`src/rtl/mcm_pkg.sv`:
```
// Shared types and constants for the matrix chain minimum cost block.
// No dependencies.
`default_nettype none
package mcm_pkg;

   localparam int COST_W = 56;
   localparam int SUM_W  = 58;
   localparam int FIELD_W = 16;

   typedef enum logic [3:0] {
      ST_IDLE,
      ST_IV,
      ST_IV2,
      ST_RD,
      ST_MUL1,
      ST_MUL2,
      ST_ACC,
      ST_WR,
      ST_OUT
   } state_type;

   typedef struct packed {
      logic start;
      logic ld_ends;
      logic mul1;
      logic mul2;
      logic acc;
      logic zero_a;
      logic zero_b;
   } mac_ctrl_type;

endpackage
`default_nettype wire

```
`src/rtl/mcm_mac.sv`:
```
// Shared arithmetic unit: split-term products, cost sum and running minimum.
// Uses mcm_pkg for widths and the control struct.
`default_nettype none
module mcm_mac
   import mcm_pkg::*;
#(
   parameter int DIM_BITS = 16
) (
   input  wire logic                clock,
   input  wire logic                reset,
   input  wire mac_ctrl_type        ctrl,
   input  wire logic [DIM_BITS-1:0] dim_a,
   input  wire logic [DIM_BITS-1:0] dim_b,
   input  wire logic [COST_W-1:0]   cost_a,
   input  wire logic [COST_W-1:0]   cost_b,
   output logic      [COST_W-1:0]   best
);

   localparam int P1W = 2 * DIM_BITS;
   localparam int P2W = 3 * DIM_BITS;

   logic [DIM_BITS-1:0] dlo_ff, dhi_ff;
   logic [P1W-1:0]      p1_ff;
   logic [P2W-1:0]      prod_ff;
   logic [SUM_W-1:0]    csum_ff, best_ff;
   logic                first_ff, first_in;
   logic [SUM_W-1:0]    term_a, term_b, cand;
   logic                take;

   always_comb begin
      term_a = ctrl.zero_a ? '0 : SUM_W'(cost_a);
      term_b = ctrl.zero_b ? '0 : SUM_W'(cost_b);
      cand   = csum_ff + SUM_W'(prod_ff);
      take   = first_ff || (cand < best_ff);
      first_in = first_ff;
      if (ctrl.start) begin
         first_in = 1'b1;
      end else if (ctrl.acc) begin
         first_in = 1'b0;
      end
   end

   always_ff @(posedge clock) begin
      if (reset) begin
         first_ff <= 1'b1;
      end else begin
         first_ff <= first_in;
      end
   end

   always_ff @(posedge clock) begin
      if (ctrl.ld_ends) begin
         dlo_ff <= dim_a;
         dhi_ff <= dim_b;
      end
      if (ctrl.mul1) begin
         p1_ff   <= P1W'(dlo_ff) * P1W'(dim_a);
         csum_ff <= term_a + term_b;
      end
      if (ctrl.mul2) begin
         prod_ff <= P2W'(p1_ff) * P2W'(dhi_ff);
      end
      if (ctrl.acc && take) begin
         best_ff <= cand;
      end
   end

   assign best = best_ff[COST_W-1:0];

endmodule
`default_nettype wire

```
`config.mk`:
```
export PLATFORM = sky130hd
export DESIGN_NAME = mcm_mac
export DESIGN_NICKNAME = d
export VERILOG_FILES = /design/src/rtl/mcm_pkg.sv /design/src/rtl/mcm_mac.sv
export SDC_FILE = /design/constraint.sdc
export NUM_CORES = 2
export LEC_CHECK = 0
export CAP_MARGIN = 5
export CORE_MARGIN = 2
export CORE_UTILIZATION = 63
export DETAILED_ROUTE_END_ITERATION = 10
export DONT_BUFFER_PORTS = 1
export HOLD_SLACK_MARGIN = 0.15
export PLACE_DENSITY_LB_ADDON = 0.1
export REMOVE_ABC_BUFFERS = 1
export SLEW_MARGIN = 20
export SYNTH_ARGS = -nofsm -noshare
export SYNTH_HDL_FRONTEND = slang
export SYNTH_SLANG_ARGS = --single-unit
```
`constraint.sdc`:
```
create_clock -name clock -period 9.4 [get_ports clock]
set_input_delay 1.41 -clock clock [delete_from_list [all_inputs] [get_ports clock]]
set_output_delay 1.41 -clock clock [all_outputs]
set_load 0.1 [all_outputs]
```
Word level (Yosys, flattened, before mapping)
Cells that the tools add are included.
{"block": "word_totals", "mem_bits_rw": 0, "inputBits": 153, "rom_bits": 0, "reg_bits": 229, "word_cells": 17, "mem_count": 0, "out_inout_bits": 56, "latch_bits": 0}
{"block": "op_classes", "addsub": 2, "n_div": 0, "multipliers": 2, "magnitude_cmp": 1, "n_reduce_logical": 3, "shift": 0, "bitwise_logic": 0, "eq_ne": 0, "n_mux": 2}
{"operator": "two-way mux 56 bit", "n": 2}
{"operator": "adder 58 x 48 -> 58 bit", "n": 1}
{"operator": "< comparator 58 bit", "n": 1}
{"operator": "adder 56 x 56 -> 57 bit", "n": 1}
{"operator": "multiplier 32 x 16 -> 48 bit", "n": 1}
{"operator": "multiplier 16 x 16 -> 32 bit", "n": 1}
{"operator": "OR reduction 2 bit", "n": 1}
{"operator": "logical AND 1 bit", "n": 1}
{"operator": "logical OR 1 bit", "n": 1}

Depth between registers and ports, before layout
{"block": "logic_depth", "word_depth": 4, "mapped_depth": 25, "depth_no_buf": 23}

Worst setup path after synthesis
Ideal clock, no wire load.
{"block": "synth_path", "path_kind": "reg-to-reg", "from": "register prod_ff[6]", "to": "register best_ff[0] (enable)", "path_slack_ns": 2.324, "setup_time_ns": 0.493, "t_required_ns": 8.907, "arrival_time_ns": 6.582, "n_path_buf": 0, "synth_period_minus_slack_ns": 7.076, "stages_incl_launch_ff": 19, "cell_sequence": "edfxtp_1 -> ha_1 -> nand2_1 -> a211o_1 -> or3b_4 -> a2111oi_2 -> nor3_2 -> a311oi_2 -> a211oi_2 -> nor3b_1 -> xor2_1 -> ha_1 -> a21o_1 -> a21o_1 -> a21oi_1 -> nor2_1 -> a211oi_1 -> o21ai_0 -> a21oi_1"}
{"block": "synth_between", "elab_chain_cells": 4}
{"item": "start, declared", "line": "mcm_mac.sv:24", "text": "logic [P2W-1:0] prod_ff;"}
{"item": "start signal, assigned", "line": "mcm_mac.sv:61", "text": "prod_ff <= P2W'(p1_ff) * P2W'(dhi_ff);"}
{"item": "adder 58 x 48 -> 58 bit", "line": "mcm_mac.sv:33", "text": "cand = csum_ff + SUM_W'(prod_ff);"}
{"item": "via cand[51]", "line": "mcm_mac.sv:27", "text": "logic [SUM_W-1:0] term_a, term_b, cand;"}
{"item": "< comparator 58 bit", "line": "mcm_mac.sv:34", "text": "take = first_ff || (cand < best_ff);"}
{"item": "logical OR 1 bit", "line": "mcm_mac.sv:34"}
{"item": "logical AND 1 bit", "line": "mcm_mac.sv:63", "text": "if (ctrl.acc && take) begin"}
{"item": "end signal, assigned", "line": "mcm_mac.sv:64", "text": "best_ff <= cand;"}
{"item": "end, declared", "line": "mcm_mac.sv:25", "text": "logic [SUM_W-1:0] csum_ff, best_ff;"}
The timed path passes the listed nets, and every way through them passes these cells.
A chain may end at the register's enable or synchronous reset.

Worst setup path after layout
{"block": "layout_path", "from": "register dhi_ff[8]", "to": "register prod_ff[37], data pin"}
{"block": "layout_between", "elab_chain_cells": 1}
{"item": "start, declared", "line": "mcm_mac.sv:22", "text": "logic [DIM_BITS-1:0] dlo_ff, dhi_ff;"}
{"item": "start signal, assigned", "line": "mcm_mac.sv:54", "text": "dhi_ff <= dim_b;"}
{"item": "multiplier 32 x 16 -> 48 bit", "line": "mcm_mac.sv:61"}
Every way passes these cells.

==> flow_summary.yaml <==
routing:
  vias: 29230
  viasPerCell: 5.779
  routed_wl_mm: 100.5
  firstDrtPassIters: 6
  drt_iter0_drc: 1892
  remaining_drc_errors: 0
  ant_nets: 0
  wl_per_cell_um: 19.87
floorplanning:
  dieWidth_um: 255.8
  core_area_um2: 62850
  ioPinCount: 209
  rows: 92
  start_util_pct: 63.57
  die_area_um2: 65450
  die_height_um: 255.8
job:
  maxCapViolations: 0
global_routing:
  grt_overflow_total: 0
  grt_pass1_wl_mm: 163.9
  antenna_found_initial: 11
  grt_pass1_vias: 30510
  gr-usage-all-layers_pct: 31.47
  grt_max_degree: 90
synth:
  synth_edf_count: 227
  postSynth.asyncResetShare_pct: 0
  ys_ff_latch: 228
  yosys-top-cells-area: "fa_1, edfxtp_1, ha_1"
  yosys.area.top_type_share_pct: 30.77
  synth_warnings: 0
  syn_area_um2: 39950
  synth-seq-area-share_pct: 17.11
  synth_largest_area_cell: "fa_1"
  syn_inst: 4351
  synth.avg_cell_area_um2: 9.183
  yosysMostFrequentCell: "inv_1"
  synthFlopType: "edfxtp_1"
  synthTopCellsByCount: "inv_1, fa_1, nand2_1"
  synth_cell_types: 72
timing:
  hold_viol: 0
  tns_ns: 0
  slew_violations: 0
  worst_hold_slack_ns: 0.4882
  fin_crit_sh_pct: 78.66
  final.setup_skew_ns: 0.04828
  setup_viol: 0
  fmax_mhz: 135.3
  rsz0062_at_grt: "no"
  relSlewSlack_pct: 27.43
  fin_crit_ns: 7.394
  worst_slew_pin_slew_ns: 1.089
clock_tree:
  htreeDepth: 1
  cts_tree: "done"
  clockBufferDepth: 3
  clock_latency_ns: 0.63
  postCtsSetupRepairBufs: 0
  cts_made_buffers: 30
  clkTransAtPathRegs_ns: 0.06
  cts_sinks: 228
  cts_root_buf: "clkbuf_16"
  cts_resized: 0
  cts_hold_buffers: 0
finish:
  final_cells: 5058
  area_delta_synth_final_pct: 3.072
  fillers: 5282
  final_nets: 5337
  drive_above_1_share_pct: 2.402
placed_design:
  port_buffers: 0
  placed_cells: 4999
  dpl.hpwl_mm: 80.67
  gp_congestion: 0.9249
critical_path:
  required_ns: 9.78
  slowest_stage: "edfxtp_1"
  reg2reg_depth: 22
  r2r_start: "dhi_ff[8]$_DFFE_PP_"
  crit_path_max_incr_delay_ns: 1.07
  cp-start-kind: "flop"
  cpMostUsedCell: "fa_1"
  endpoint_kind: "flop"
  r2r-end: "prod_ff[37]$_DFFE_PP_"
  crit_chain: "nand2_1 > fa_1 > inv_1 > fa_1 > inv_1 > fa_1 > inv_1 > fa_1 > fa_1 > inv_1 > fa_1 > inv_1 > ha_1 > a21oi_1 > nor2b_1 > a2111oi_0 > o21ai_0 > a21o_1 > a31oi_1 > nor3_1 > or2_2 > xnor2_1"
  critPathKind: "reg2reg"
  worstPathMaxFanout: 26
  crit_arrival_ns: 7.77
  r2r_slack_ns: 2.01
worst_hold_path:
  worstHoldPathType: "reg2reg"
  whs_endpoint: "first_ff$_SDFFE_PP1P_"
  hp-start: "first_ff$_SDFFE_PP1P_"
  hold_depth: 2
run_status:
  run_status: "completed"
cell usage in the layout, fill, tap and decap left out, types with 18 or more instances in the layout:
master / Yosys / routed
a211oi_1: 18 / 18
a21o_1: 117 / 117
a21oi_1: 218 / 217
a31oi_1: 27 / 27
and2_1: 315 / 315
buf_4: 58 / 31
clkbuf_16: 0 / 30
edfxtp_1: 227 / 227
fa_1: 614 / 614
ha_1: 385 / 385
inv_1: 771 / 771
nand2_1: 591 / 591
nand3_1: 32 / 32
nand4_1: 50 / 50
nor2_1: 106 / 106
nor2b_1: 122 / 122
nor3_1: 30 / 30
o21ai_0: 97 / 97
o21bai_1: 35 / 35
xnor2_1: 108 / 108
xor2_1: 70 / 70
critical path, delay by kind of cell (launching register included):
family | cells | cell delay [ns]
adder cells (fa/ha/maj) | 7 | 3.34
AO/OA/AOI/OAI | 5 | 1.73
flip-flops | 1 | 1.07
AND/OR/NAND/NOR | 4 | 0.65
buffers and inverters | 5 | 0.24
XOR/XNOR | 1 | 0.13
layout make-up:
| type | instances | area (um2) | area share [%] |
|---|---|---|---|
| Sequential cell | 228 | 6837 | 16.60 |
| Clock buffer | 34 | 765.7 | 1.859 |
| Tap cell | 846 | 1059 | 2.570 |
| Timing Repair Buffer | 31 | 232.7 | 0.5651 |
| Multi-Input combinational cell | 3123 | 29150 | 70.79 |
| Inverter | 771 | 2894 | 7.028 |
| Clock inverter | 18 | 222.7 | 0.5408 |
| Antenna cell | 7 | 17.52 | 0.04254 |
logic make-up after synthesis:
group / Yosys count / share of synthesized area, %
and+or+nand+nor: 1318 / 16.18
AOI/OAI and AO/OA: 628 / 10.03
xor gates and xnor gates: 178 / 3.902
buffers and inverters: 1000 / 9.949
adders and majority gates: 999 / 42.82
DFF: 228 / 17.11
sequential cells by signal (all words and copies together) (netlist names):
name / count
csum_ff: 57
best_ff: 58
p1_ff: 32
prod_ff: 48
dhi_ff: 16
dlo_ff: 16
first_ff: 1
metal layers:
layer  wire [um]  up-vias  track usage [%]
li1            -    13490                -
met1       42030    14470            42.28
met2       46790     1050            51.25
met5          37        -                0
met3        8298      219            6.724
met4        3370        6            10.20
worst max-delay path by stage:
stage | endpoint | from | slack, ns | cells after the start
after global routing | prod_ff[37]$_DFFE_PP_ | dhi_ff[8]$_DFFE_PP_ | 1.48 | 22
after CTS | prod_ff[37]$_DFFE_PP_ | dhi_ff[8]$_DFFE_PP_ | 2.05 | 22
after detailed placement | prod_ff[37]$_DFFE_PP_ | dhi_ff[8]$_DFFE_PP_ | 2.02 | 22
after global placement | prod_ff[37]$_DFFE_PP_ | dhi_ff[1]$_DFFE_PP_ | 2.11 | 21
final | prod_ff[37]$_DFFE_PP_ | dhi_ff[8]$_DFFE_PP_ | 2.01 | 22
after floorplan | best_ff[0]$_DFFE_PP_ | prod_ff[6]$_DFFE_PP_ | 2.32 | 18
through the flow:
step / instance area (um2) / setup WS, ns / utilization [%]
floorplan: 38870 / 2.324 / -
global placement: 40170 / 2.109 / 63.92
detailed placement: 40170 / 2.015 / 63.92
CTS: 41160 / 2.046 / 65.49
global route: 41180 / 1.478 / 65.52
finish: 41180 / 2.006 / 65.52
Power is left out: the tool's default activity adds up to more than one toggle a clock period on the data nets, which glitch-free logic cannot reach.
