## src/rtl/mcm_dim_mem.sv

```systemverilog
// Dimension store: one write port, two registered read ports.
// No package dependencies.
`default_nettype none
module mcm_dim_mem #(
   parameter int DIM_BITS = 16,
   parameter int IW = 4
) (
   input  wire logic                clock,
   input  wire logic                we,
   input  wire logic [IW-1:0]       waddr,
   input  wire logic [DIM_BITS-1:0] wdata,
   input  wire logic [IW-1:0]       raddr_a,
   input  wire logic [IW-1:0]       raddr_b,
   output logic      [DIM_BITS-1:0] rdata_a,
   output logic      [DIM_BITS-1:0] rdata_b
);

   logic [DIM_BITS-1:0] mem [1 << IW];

   always_ff @(posedge clock) begin
      if (we) begin
         mem[waddr] <= wdata;
      end
      rdata_a <= mem[raddr_a];
      rdata_b <= mem[raddr_b];
   end

endmodule
`default_nettype wire

```

## config.mk

```make
export PLATFORM = sky130hd
export DESIGN_NAME = mcm_dim_mem
export DESIGN_NICKNAME = d
export VERILOG_FILES = /design/src/rtl/mcm_dim_mem.sv
export SDC_FILE = /design/constraint.sdc
export NUM_CORES = 1
export LEC_CHECK = 0
export BUFFER_PORTS_ARGS = -buffer_cell sky130_fd_sc_hd__buf_2
export CAP_MARGIN = 20
export CORE_ASPECT_RATIO = 2
export CORE_UTILIZATION = 40
export CTS_CLUSTER_SIZE = 16
export DETAILED_ROUTE_END_ITERATION = 16
export PLACE_DENSITY = 0.52
export SYNTH_ARGS = -nofsm -noshare
export SYNTH_HDL_FRONTEND = slang
export SYNTH_SLANG_ARGS = --single-unit
export TNS_END_PERCENT = 1
```

## constraint.sdc

```tcl
create_clock -name clock -period 7.1 [get_ports clock]
set_clock_uncertainty 0.05 [all_clocks]
set_input_delay 1.42 -clock clock [delete_from_list [all_inputs] [get_ports clock]]
set_output_delay 1.42 -clock clock [all_outputs]
set_load 0.005 [all_outputs]
```

; After elaboration in Yosys (flattened, before gate mapping)
; Memories as Yosys holds them, arrays and structs flattened. A register that Yosys moved wholly into a read port is not among the register bits.
; Index checks and enable logic that the tools add are counted.
[op_classes]
n_mux = 2
[ops]
columns = op, n
row1 = $mux W1, 2
[totals]
n_memories = 1
register_bits = 0
wordCells = 3
input_bits = 30
ram_bits = 256
out_inout_bits = 32
[mem_list]
columns = name, depth, width, read_ports, rd_clocked_by_memory_dff, wr, line
row1 = mem, 16, 16, 2, 2, 1, 18  ; logic [DIM_BITS-1:0] mem [1 << IW];

; Depth between registers and ports, before layout
; Gate-level depths: netlist (run 1).
[logic_depth]
ltp_word = 2
mapped_depth = 5
ltp_nobuf = 3

; Least setup slack after synthesis (run 1)
; Ideal clock, no wire load.
[synth_timing]
path_kind = in2reg
from = input port waddr[2]
to = memory mem[0][0], enable pin
n_path_buf = 0
arrival_ns = 3.066
setup_slack_ns = 3.575
cell_stages = 2
setup_ns = 0.409
t_required_ns = 6.641
path_cell_list = or3b_2 > nor3_1
[synth_lines]
columns = item, line
row1 = "start, declared", 10  ; input wire logic [IW-1:0] waddr,
row2 = "end, declared", 18
; Straight into the memory's write port.

==> results.py, run 1 <==
metrics = {
    "run_status": {
        "status": "complete, no violations",
    },
    "clock_network": {
        "cts_made_buffers": 26,
        "numClockSinks": 288,
        "clock_insertion_delay_worst_skew_ps": 540,
        "cts_tree": "yes",
        "ctsHtreeMaxLevel": 1,
        "clock_pin_transition_on_the_worst_setup_and_hold_timing_paths_ps": 70,
        "clock_path_buffers": 3,
        "number_of_gates_resized_after_cts": 0,
        "cts_hold_buf": 0,
        "cts-root-buf": "clkbuf_16",
        "cts.repair_timing.setup_buffer_count": 0,
    },
    "final_layout": {
        "area_of_the_multi_input_gates_sq_um": 3830,
        "final_common_cell": "edfxtp_1",
        "antenna_cells_inserted": 0,
        "areaGrowthSynthToFinish_pct": 13.0,
        "instances_no_fill": 1041,
        "layout.cells.most_common_list": "edfxtp_1, mux4_2, a22oi_1",
        "ff_latch_area_sq_um": 8330,
        "fin_nets": 684,
        "layout_cells_sized_above_1_pct": 37.0,
        "fillerInstances": 2511,
    },
    "floorplanning": {
        "initial_core_util_pct": 40.8,
        "floorplan.die_area_sq_um": 31700,
        "design.core.area_sq_um": 30300,
        "rows": 90,
        "die_width_um": 126,
        "num_io_pins": 62,
        "floorplan.die.height_um": 251,
    },
    "yosys": {
        "ys_warn_count": 0,
        "synthesis.nets": 615,
        "postSynthCellCount": 585,
        "cell_area_after_technology_mapping_sq_um": 12400,
        "synth.ff_latch_count": 288,
        "synth.yosys.seq_area_share_pct": 67.3,
        "synthesis.area_per_instance_sq_um": 21.1,
        "synth_cell_type_count": 24,
    },
    "timing": {
        "finalHoldViolations": 0,
        "final.period_utilization_pct": 47.2,
        "tightestPinTransition_ps": 1090,
        "setup_viol": 0,
        "rsz_0062_raised_after_global_routing": "no",
        "min_period_ps": 3350,
        "fin_setup_tns_ps": 0,
        "max_freq_mhz": 298,
        "timing_max_transition_violations_final": 0,
        "relSlewSlack_pct": 27.2,
    },
    "pwr": {
        "vdd_ir_drop_max_mv": 0.179,
        "fin_total_pwr_mw": 3.60,
        "pwr_density_cell_nw_per_um2": 258,
        "power.leakage_nw": 4.60,
    },
    "route": {
        "route.vias.total": 6427,
        "detailedRoute.firstPassIterationCount": 5,
        "drt-vias-per-instance": 6.17,
        "per_cell_routed_wire_length_um": 30.8,
        "drt.antenna.violating_nets": 0,
        "initialDrtViolationCount": 479,
        "totalWireLength_mm": 32.1,
        "drc": 0,
    },
    "critical_path": {
        "crit_required_ps": 7470,
        "critical_path.endpoint": "rdata_b[1]",
        "timing.critical_path.from": "raddr_b[0]",
        "timing.critical_path.to_type": "flip-flop",
        "worst-endpoint-arrival_ps": 3720,
        "cp-start-kind": "input port",
        "slowest_delay_ps": 700,
        "standard_cell_with_the_maximum_stage_delay_on_the_critical_path": "mux4_4",
        "path_common_cell": "buf_4",
        "regToRegSetupSlack_ps": 5610,
        "kind_of_critical_path": "in -> reg",
        "r2r-end": "rdata_b[1]",
        "path_buf_inv": 2,
        "cp_top_family": "buffers and inverters",
        "r2r.worst_path.cells": 3,
        "critical_path_peak_fanout": 37,
        "reg2reg_start": "mem[3][1]",
        "critical_path_depth": 5,
        "critical_path.cell_chain": "buf_4 -> buf_4 -> mux4_4 -> a22oi_1 -> nand2_1",
    },
    "placement": {
        "placement.io_buffers": 61,
        "place_inst": 994,
        "detailed_place_hpwl_mm": 18.2,
        "finalWeightedCongestion": 0.708,
    },
    "global_routing": {
        "first_global_vias": 7141,
        "grt_antenna_before_repair": 0,
        "grt_residual_overflow": 0,
        "track_usage_pct": 21.2,
        "grt_first_pass_wirelength_mm": 46.9,
        "grt_start_max_net_pins": 39,
    },
    "worst_hold_path": {
        "hold_class": "reg -> reg",
    },
    "flow_run": {
        "drv_cap": 0,
    },
}
[final cells by class]
class                      instances  area share (%)
sequential                       288            59.6
timing repair buffer              83            3.52
tap                              368            3.30
multi-input combinational        255            27.4
clock inverter                    10           0.618
clock buffer                      37            5.53
[power breakdown]
part	switching (mW)	internal (mW)	leakage [nW]	total, mW
combinational	0.152	0.123	1.60	0.276
clock	0.613	0.797	0.416	1.41
sequential	0.0190	1.90	2.58	1.91
[Yosys cell counts]
master / instances / area (sq um)
buf_1: 2 / 7.51
mux4_4: 2 / 50.1
nor2_1: 14 / 52.6
a22oi_1: 64 / 480
nand2_1: 33 / 124
clkbuf_1: 14 / 52.6
nor2b_1: 4 / 25.0
dlygate4sd1_1: 1 / 8.76
edfxtp_1: 256 / 7690
mux4_1: 24 / 631
nand3b_1: 2 / 15.0
buf_2: 4 / 20.0
dfxtp_1: 32 / 641
or3b_2: 1 / 8.76
nor3_1: 4 / 20.0
clkbuf_8: 3 / 41.3
nand2b_1: 2 / 12.5
dlymetal6s2s_1: 1 / 12.5
nand3_1: 1 / 5.00
buf_6: 10 / 113
and2_1: 2 / 12.5
buf_4: 5 / 37.5
clkbuf_4: 2 / 15.0
mux4_2: 102 / 2300
[per-layer routing]
metal / global-route usage, % / routed length [um]
met5: 0 / 0
met4: 8.57 / 1040
met1: 25.1 / 11800
met3: 3.46 / 2040
met2: 37.9 / 17200
[how the worst min path moves through the flow]
stage | startpoint | end | slack [ps] | depth (start not counted)
after floorplan | mem[7][15] | rdata_a[15] | 600 | 3
after CTS | mem[14][0] | rdata_a[0] | 650 | 3
after global placement | mem[14][11] | rdata_a[11] | 630 | 3
final | mem[14][0] | rdata_a[0] | 650 | 3
after detailed placement | mem[14][11] | rdata_a[11] | 640 | 3
after global routing | mem[15][0] | rdata_a[0] | 670 | 3
[cell families after synthesis]
kind of cell / share of synthesized area, %
simple gates: 2.23
buf+inv: 2.49
mux: 24.1
flops: 67.3
compound gates: 3.88
[stage by stage]
stage                     hold WS (ps)  cell area, sq um  util (%)  setup WS, ps
after global routing               670             14000      46.1          3590
final                              648             14000      46.1          3750
after CTS                          649             14000      46.1          3700
after floorplan                    601             12400         -          3570
after detailed placement           637             13100      43.3          3130
after global placement             625             13100      43.2          3180
[registers in the layout, summed over array words and instances (netlist names)]
register	flops
mem	256
rdata_a	16
rdata_b	16
[worst min-delay path: cells and delay by family, from the launching register on]
| family | cells | cell delay, ps |
|---|---|---|
| flops | 1 | 340 |
| simple gates | 1 | 50 |
| compound gates | 1 | 50 |
| mux | 1 | 230 |
No activity file was read; power rests on OpenSTA's default activity.
==> run 2: changes to the inputs <==
Settings changed: PLACE_DENSITY 0.52 to 0.54.
Clock period 7.1 ns to 2.7 ns, I/O delays scaled along.
==> run 2 against run 1 <==
Compared with the run above: clock power rose to 2.8 times the previous value; combinational power rose to 2.7 times the previous value; critical path depth unchanged; die area did not move; sequential power rose to 2.6 times the previous value; critical path type unchanged; critical endpoint is now rdata_a[12]; largest cell class unchanged; largest power group unchanged; highest routed layer unchanged.
==> results.py, run 2 (synthesis gave the netlist of run 1 again) <==
metrics = {
    "floorplanning": {
        "die_width_um": 126,
        "floorplan.die_area_sq_um": 31700,
        "design.core.area_sq_um": 30300,
        "floorplan.die.height_um": 251,
        "initial_core_util_pct": 40.8,
        "rows": 90,
        "num_io_pins": 62,
    },
    "placement": {
        "finalWeightedCongestion": 0.781,
        "detailed_place_hpwl_mm": 21.7,
        "placement.io_buffers": 61,
    },
    "clock_network": {
        "clock_path_buffers": 3,
        "cts_hold_buf": 0,
        "cts.repair_timing.setup_buffer_count": 0,
        "number_of_gates_resized_after_cts": 0,
        "cts_made_buffers": 26,
        "cts_tree": "yes",
        "clock_insertion_delay_worst_skew_ps": 540,
        "ctsHtreeMaxLevel": 1,
        "cts-root-buf": "clkbuf_16",
        "clock_pin_transition_on_the_worst_setup_and_hold_timing_paths_ps": 70,
        "numClockSinks": 288,
    },
    "timing": {
        "max_freq_mhz": 573,
        "final.period_utilization_pct": 64.6,
        "rsz_0062_raised_after_global_routing": "no",
        "finalHoldViolations": 0,
        "fin_setup_tns_ps": 0,
        "relSlewSlack_pct": 33.1,
        "min_period_ps": 1740,
        "tightestPinTransition_ps": 1000,
        "holdWs_ps": 329,
        "timing_max_transition_violations_final": 0,
        "setup_viol": 0,
    },
    "pwr": {
        "p_seq_share_pct": 52.1,
        "power.share.switching_pct": 21.3,
        "pwr_density_cell_nw_per_um2": 679,
        "power.leakage_nw": 4.78,
        "power.share.combinational_pct": 7.8,
        "clock_power_share_pct": 40.1,
        "power.net_switching_mw": 2.07,
        "intPower_mw": 7.62,
        "vdd_ir_drop_max_mv": 0.382,
    },
    "critical_path": {
        "cp_top_family": "buffers and inverters",
        "regToRegSetupSlack_ps": 1190,
        "worst-endpoint-arrival_ps": 2120,
        "critical_path.cell_chain": "buf_4 -> buf_12 -> mux4_2 -> a22oi_1 -> nand2_1",
        "cp-start-kind": "input port",
        "r2r-end": "rdata_a[12]",
        "critical_path_depth": 5,
        "critical_path_peak_fanout": 28,
        "reg2reg_start": "mem[3][12]",
        "timing.critical_path.to_type": "flip-flop",
        "crit_required_ps": 3070,
        "slowest_delay_ps": 560,
        "path_buf_inv": 2,
        "kind_of_critical_path": "in -> reg",
        "standard_cell_with_the_maximum_stage_delay_on_the_critical_path": "mux4_2",
        "r2r.worst_path.cells": 3,
    },
    "global_routing": {
        "grt_residual_overflow": 0,
        "grt_first_pass_wirelength_mm": 49.3,
        "grt_start_max_net_pins": 65,
        "grt_antenna_before_repair": 0,
        "track_usage_pct": 22.1,
        "first_global_vias": 7311,
    },
    "worst_hold_path": {
        "hold-path-cell-count": 1,
        "launch_instance_of_the_worst_min_delay_path": "wdata[1]",
        "hold_class": "in -> reg",
        "holdPathEnd": "mem[13][1]",
    },
    "route": {
        "drt.antenna.violating_nets": 0,
        "route.vias.total": 6584,
        "detailedRoute.firstPassIterationCount": 6,
        "totalWireLength_mm": 33.6,
        "per_cell_routed_wire_length_um": 31.5,
        "initialDrtViolationCount": 591,
        "drt-vias-per-instance": 6.18,
        "drc": 0,
    },
    "final_layout": {
        "fin_nets": 709,
        "areaGrowthSynthToFinish_pct": 15.3,
        "final_common_cell": "edfxtp_1",
        "layout.cells.most_common_list": "edfxtp_1, mux4_2, a22oi_1",
        "largest_register_ffs": 256,
        "layout_cells_sized_above_1_pct": 38.7,
        "antenna_cells_inserted": 0,
        "registers.top_by_ff_count": "mem",
        "largestRegisters": "mem (256), rdata_a (16), rdata_b (16)",
    },
    "run_status": {
        "status": "complete, no violations",
    },
    "flow_run": {
        "drv_cap": 0,
    },
}
-- run 2: changes by cell type in the layout (fill, tap and decap cells not counted), moves of 3 or more --
cell / delta
clkinvlp_4: -3
clkbuf_8: -3
buf_12: +9
buf_4: +17
nor2_2: +8
bufinv_16: +3
nor2_4: -8
-- run 2: worst max path at each step --
| stage | startpoint | endpoint | slack (ps) |
|---|---|---|---|
| 6_report | raddr_a[0] | rdata_a[12] | 960 |
| 5_1_grt | raddr_b[0] | rdata_b[13] | 870 |
| 4_1_cts | raddr_a[0] | rdata_a[12] | 940 |
| 3_5_place_dp | raddr_a[0] | rdata_a[12] | 380 |
| 3_3_place_gp | raddr_a[0] | rdata_a[12] | 420 |
| 2_1_floorplan | waddr[2] | mem[0][0] | 50 |
-- run 2: cell type report --
class,instances,area (sq um)
fill,2485,16000
sequential,288,8330
clock inverter,11,150
timing repair buffer,108,788
tap,368,460
clock buffer,36,739
multi-input combinational,255,3790
-- run 2: worst register-to-register path, cell delays in order, from the launching register on --
cell and delay (ps):
edfxtp_1 410, mux4_2 510, a22oi_1 330, nand2_1 90
-- run 2: power groups by stage --
stage               logic, mW  registers [mW]  clock network [mW]
floorplan               0.445            5.12                   0
global placement        0.758            5.13                   0
detailed placement      0.769            5.14                   0
CTS                     0.770            5.04                3.96
global route            0.808            5.05                4.11
finish                  0.758            5.04                3.89
-- run 2: through the flow --
stage          total power [mW]  instances  setup WS, ps  area [sq um]  util [%]
2_1_floorplan              5.57        585          54.9         12400         -
3_3_place_gp               5.89       1019           415         13400      44.1
3_5_place_dp               5.91       1019           377         13400      44.1
4_1_cts                    9.77       1066           936         14300      47.1
5_1_grt                    9.97       1066           869         14300      47.1
6_report                   9.69       1066           956         14300      47.1
-- run 2: routing by layer --
layer | routed length (um) | GRT usage (%)
met5 | 0 | 0
met4 | 1260 | 9.91
met3 | 1740 | 2.82
met2 | 18600 | 40.2
met1 | 12000 | 25.7
